`config.mk`:
```
export PLATFORM = sky130hd
export DESIGN_NAME = fcgm_ctrl
export DESIGN_NICKNAME = d
export VERILOG_FILES = /design/src/fcgm_pkg.sv /design/src/fcgm_ctrl.sv
export SDC_FILE = /design/constraint.sdc
export NUM_CORES = 1
export LEC_CHECK = 0
export BUFFER_PORTS_ARGS = -buffer_cell sky130_fd_sc_hd__buf_2
export CAP_MARGIN = 5
export CORE_AREA = 2 2 39 41
export DETAILED_ROUTE_END_ITERATION = 6
export DIE_AREA = 0 0 41 43
export HOLD_SLACK_MARGIN = 0.06
export PLACE_DENSITY = 0.41
export RECOVER_POWER = 100
export SLEW_MARGIN = 20
export SYNTH_ARGS = -nofsm -noshare
export SYNTH_HDL_FRONTEND = slang
export SYNTH_SLANG_ARGS = --single-unit
```
`constraint.sdc`:
```
create_clock -name clock -period 1.4 [get_ports clock]
set_clock_uncertainty 0.1 [all_clocks]
set_input_delay 0.28 -clock clock [delete_from_list [all_inputs] [get_ports clock]]
set_output_delay 0.28 -clock clock [all_outputs]
set_load 0.02 [all_outputs]
```
`src/fcgm_pkg.sv`:
```
// Shared types and constants of the code point to glyph map.
// No dependencies; every other file but fcgm_ram takes names from here.
package fcgm_pkg;

   // Field widths
   localparam int BYTE_W  = 8;
   localparam int CP_W    = 16;
   localparam int GLYPH_W = 16;
   localparam int CSR_W   = 16;

   // Item kinds on the request channel
   localparam logic REQ_LOAD   = 1'b0;
   localparam logic REQ_LOOKUP = 1'b1;

   // Configuration register indexes
   localparam logic CSR_MAP_ENABLE  = 1'b0;
   localparam logic CSR_GLYPH_COUNT = 1'b1;

   // Register reset values
   localparam logic [CSR_W-1:0] GLYPH_COUNT_RESET = 16'd256;

   // Table byte that moves on to the next glyph
   localparam logic [BYTE_W-1:0] GLYPH_ADVANCE = 8'hFF;

   // UTF-8 lead byte payload masks and continuation byte payload width
   localparam logic [BYTE_W-1:0] LEAD2_MASK = 8'h1F;
   localparam logic [BYTE_W-1:0] LEAD3_MASK = 8'h0F;
   localparam logic [BYTE_W-1:0] LEAD4_MASK = 8'h07;
   localparam int                CONT_BITS  = 6;

   // Controller to datapath commands
   typedef struct packed {
      logic clear;        // write zero at the sweep address
      logic load;         // apply one table byte
      logic lookup_start; // capture code point, start the map read
      logic result_load;  // latch the clamped glyph into the output register
   } cmd_type;

   // Datapath to controller status
   typedef struct packed {
      logic clear_last;   // sweep is at the last map entry
   } status_type;

endpackage

```
`src/fcgm_ctrl.sv`:
```
// Controller of the glyph map: clear sweep after reset, item acceptance,
// lookup sequencing and result valid. Uses fcgm_pkg.
module fcgm_ctrl (
   input  logic                 clock,
   input  logic                 reset,
   input  logic                 req_valid,
   input  logic                 req_type,
   output logic                 req_ready,
   output logic                 rsp_valid,
   input  logic                 rsp_ready,
   output fcgm_pkg::cmd_type    cmd,
   input  fcgm_pkg::status_type status
);
   typedef enum logic [1:0] {
      ST_CLEAR,
      ST_IDLE,
      ST_READ
   } state_type;

   state_type state_ff, state_in;
   logic      rsp_valid_ff, rsp_valid_in;
   logic      slot_free;

   assign slot_free = !rsp_valid_ff || rsp_ready;
   assign req_ready = (state_ff == ST_IDLE);

   // Next state and commands
   always_comb begin
      state_in = state_ff;
      cmd      = '0;
      unique case (state_ff)
         ST_CLEAR: begin
            cmd.clear = 1'b1;
            if (status.clear_last) begin
               state_in = ST_IDLE;
            end
         end
         ST_IDLE: begin
            if (req_valid) begin
               if (req_type == fcgm_pkg::REQ_LOOKUP) begin
                  cmd.lookup_start = 1'b1;
                  state_in         = ST_READ;
               end else begin
                  cmd.load = 1'b1;
               end
            end
         end
         ST_READ: begin
            // map data is ready; wait for room in the output register
            if (slot_free) begin
               cmd.result_load = 1'b1;
               state_in        = ST_IDLE;
            end
         end
         default: state_in = ST_CLEAR;
      endcase

      priority if (cmd.result_load) begin
         rsp_valid_in = 1'b1;
      end else if (rsp_ready) begin
         rsp_valid_in = 1'b0;
      end else begin
         rsp_valid_in = rsp_valid_ff;
      end
   end

   always_ff @(posedge clock) begin
      if (reset) begin
         state_ff     <= ST_CLEAR;
         rsp_valid_ff <= 1'b0;
      end else begin
         state_ff     <= state_in;
         rsp_valid_ff <= rsp_valid_in;
      end
   end

   assign rsp_valid = rsp_valid_ff;
endmodule

```
# Word level (Yosys, flattened, before mapping)
# Index checks and enable logic that the tools add are counted.
classes:
  n_eq_ne: 6
  muxes: 14
  reduce_logical: 5
ops:
  columns: ["op", "count"]
  rows:
  - ["$mux 2", 6]
  - ["$ne 2x2->1 const B", 4]
  - ["$mux 1", 7]
  - ["$pmux 2 s3", 1]
  - ["$reduce_and 4->1", 1]
  - ["$eq 2x1->1 const B", 1]
  - ["$eq 2x2->1 const B", 1]
  - ["$logic_not 2->1", 1]
  - ["$reduce_bool 2->1", 1]
  - ["$logic_not 1->1", 1]
  - ["$logic_or 1x1->1", 1]
totals:
  regBits: 3
  in_bits: 6
  out_inout_bits: 6

# Logic depth before layout (Yosys ltp)
depth:
  word_depth: 5
  depth_mapped: 3

# Worst setup path before layout
# Ideal clock, no wire load.
synth_path:
  path_kind: "register to output"
  start: "reg state_ff[0]"
  end: "out cmd[2] in the netlist's numbering"
  t_arrival_ns: 0.955
  slack_ns: 0.065
  stages_incl_launch_ff: 3
  cell_sequence: "dfxtp_1 -> nor2b_2 -> and3b_1"
synth_lines:
  columns: ["item", "line", "source"]
  rows:
  - ["start, declared", "fcgm_ctrl.sv:20", "state_type state_ff, state_in;"]
  - ["start signal, assigned", "fcgm_ctrl.sv:72", "state_ff <= state_in;"]
  - ["end, declared", "fcgm_ctrl.sv:11", "output fcgm_pkg::cmd_type cmd,"]

==> qor.json <==
{
  "die_h": {"value": 43, "unit": "um"},
  "overall_overflow_remaining_after_global_route": {"value": 0},
  "clkSinkCount": {"value": 3},
  "route.antenna.remaining_nets": {"value": 0},
  "grt_first_pass_wirelength": {"value": 634, "unit": "um"},
  "timing.critical_path.to_type": {"value": "output pin"},
  "finalWorstPathRequiredPeriod": {"value": 1400, "unit": "ps"},
  "critPathMaxStageDelay": {"value": 350, "unit": "ps"},
  "mappedNetlistNets": {"value": 26},
  "crit_buf_inv": {"value": 1},
  "cts_buffer_depth": {"value": 2},
  "grt.total_usage": {"value": 0.0592},
  "num_vias": {"value": 192},
  "setup_ws": {"value": -1.99, "unit": "ps"},
  "cts_root_buf": {"value": "sky130_fd_sc_hd__clkbuf_4"},
  "ctsHtreeMaxLevel": {"value": 1},
  "finalWeightedCongestion": {"value": 0.596},
  "synth.cell_area": {"value": 170, "unit": "um2"},
  "cts.reportedPaths.clkPinSlew": {"value": 40, "unit": "ps"},
  "startpoint_type": {"value": "register"},
  "num_rows": {"value": 14},
  "worstPathRequired": {"value": 1020, "unit": "ps"},
  "floorplan.die_area": {"value": 1760, "unit": "um2"},
  "finalSetupViolations": {"value": 1},
  "drv_cap": {"value": 0},
  "initial_core_utilization": {"value": 0.123},
  "hp-class": {"value": "in -> reg"},
  "worst_skew_pair.late_latency": {"value": 240, "unit": "ps"},
  "fp.dieW": {"value": 41, "unit": "um"},
  "nNetsFinal": {"value": 44},
  "worstPathArrival": {"value": 1020, "unit": "ps"},
  "cpMaxStageDelayCell": {"value": "sky130_fd_sc_hd__dfxtp_4"},
  "initial_antenna_violation_count": {"value": 0},
  "cellPowerDensity": {"value": 972, "unit": "nW/um2"},
  "grt_max_degree": {"value": 6},
  "rsz0062_at_grt": {"value": "yes"},
  "netlist-cell-type-count": {"value": 13},
  "totalPowerFinal": {"value": 0.000319, "unit": "W"},
  "place.detailed.hpwl": {"value": 343, "unit": "um"},
  "outcome": {"value": "finished, violations left"},
  "hold_ws": {"value": 150, "unit": "ps"},
  "sequential_cell_area_in_the_final_layout": {"value": 66.3, "unit": "um2"},
  "cts.hold.buffers_added": {"value": 0},
  "hold_violations": {"value": 0},
  "drt_iter0_drc": {"value": 2},
  "max-vdd-ir-drop": {"value": 0.435, "unit": "mV"},
  "coreArea": {"value": 1380, "unit": "um2"},
  "synth-seq-cells": {"value": 3},
  "post_layout_nonfiller_instances": {"value": 53},
  "tritoncts": {"value": "done"},
  "io_pins": {"value": 12},
  "detail_route.vias_per_cell": {"value": 3.62},
  "critical_path_class": {"value": "reg -> out"},
  "min_period_over_period": {"value": 1.00},
  "top_fanout_value_on_the_critical_path": {"value": 5},
  "synth-seq-area-share": {"value": 0.353},
  "area_occupied_by_multi_input_gates": {"value": 118, "unit": "um2"},
  "finalWirelength": {"value": 432, "unit": "um"},
  "n_antenna_cell": {"value": 0},
  "failed_checks": {"value": "negative setup slack"},
  "leakage_power_total": {"value": 0.161, "unit": "nW"},
  "clock.fmax": {"value": 0.713, "unit": "GHz"},
  "drive_gt1_frac": {"value": 0.676},
  "finish.utilization": {"value": 0.237},
  "areaGrowthSynthToFinish": {"value": 92.6, "unit": "%"},
  "timing_max_transition_violations_final": {"value": 0},
  "drc": {"value": 0},
  "avgSynthCellArea": {"value": 8.51, "unit": "um2"},
  "place.detailed.instances": {"value": 47},
  "postSynthCellCount": {"value": 20},
  "synthesis.yosys.warnings": {"value": 0},
  "grt_pass1_vias": {"value": 169},
  "n_fill_cell": {"value": 150},
  "tritoncts.num_buffers": {"value": 3},
  "worstMarginPinSlew": {"value": 201, "unit": "ps"},
  "cp_top_family": {"value": "flip-flops"},
  "slew_headroom": {"value": 0.865},
  "crit_chain": {"value": "nor2b_4 > and3b_1 > buf_6"},
  "port_buffers": {"value": 11},
  "dr.pass1.iters": {"value": 2},
  "routed_wire_length_per_instance": {"value": 8.15, "unit": "um"}
}
cells by family after synthesis:
kind of cell / after synthesis / share of synthesized area
AOI/OAI and AO/OA: 4 / 0.199
buffers and inverters: 1 / 0.0441
DFF: 3 / 0.353
and+or+nand+nor: 12 / 0.404
layout make-up:
cell class,instances,area share
repair buffers,14,0.298
well taps,16,0.0611
multi-input cells,16,0.359
flip-flops and latches,3,0.202
clock buffers,4,0.0802
per-layer routing:
metal  share of wire  vias to the layer above  wire length [um]  global-route usage
li1                -                      101                 -                   -
met1            0.31                       87               133              0.0545
met2            0.60                        4               260              0.0844
met3           0.088                        0                38              0.0628
met4               0                        0                 0              0.0200
met5               0                        -                 0                   0
through the flow:
| stage | setup slack, ps | instance area (um2) | setup TNS [ps] |
|---|---|---|---|
| floorplan | 64.9 | 170 | 0 |
| global placement | 122 | 245 | 0 |
| detailed placement | 134 | 245 | 0 |
| CTS | -15.9 | 297 | -18.5 |
| global route | -53.9 | 328 | -72.1 |
| finish | -1.99 | 328 | -1.99 |
cells in the final DEF, fill, tap and decap left out, drive strengths merged:
master / n
a21oi: 1
dfxtp: 3
nand3: 1
a2bb2oi: 1
and3b: 1
nand2b: 2
nor2b: 2
buf: 14
and2b: 1
nor2: 5
o211ai: 1
o31ai: 1
clkbuf: 4
power by group:
group / switching, W / total, W / internal (W)
clock network: 0.0000492 / 0.000156 / 0.000107
logic: 0.0000291 / 0.0000670 / 0.0000379
registers: 0.00000494 / 0.0000953 / 0.0000904
total: 0.0000833 / 0.000319 / 0.000235
state kept, by name, summed over array words and instances (netlist names):
register   flops
state_ff       2
rsp_valid      1
synthesized netlist by cell type (all sizes together):
library cell,number,share of area
nand2b,2,0.074
nor2b,2,0.088
buf,1,0.044
and3b,1,0.051
a2bb2oi,1,0.051
nor2,5,0.11
dfxtp,3,0.35
o31ai,1,0.074
and2b,1,0.051
a21oi,1,0.029
nand3,1,0.029
o211ai,1,0.044
path summary, 6_finish.rpt:
| check | startpoint | slack (ps) | cells after the start | endpoint |
|---|---|---|---|---|
| setup / recovery | state_ff[0]$_SDFFE_PP0P_ | -2 | 3 | cmd[2] |
| hold / removal | reset | 150 | 2 | rsp_valid$_SDFFE_PP0P_ |
| setup reg to reg | state_ff[1]$_SDFFE_PP0P_ | 380 | 4 | state_ff[1]$_SDFFE_PP0P_ |
| hold reg to reg | rsp_valid$_SDFFE_PP0P_ | 370 | 2 | rsp_valid$_SDFFE_PP0P_ |
what timing repair did:
item | 4_1_cts | 5_1_grt
resized for setup | 6 | 8
setup endpoints to repair | 3 | 4
pin swaps | 1 | 2
setup buffers | 1 | 1
(Power assumes the default switching activity.)
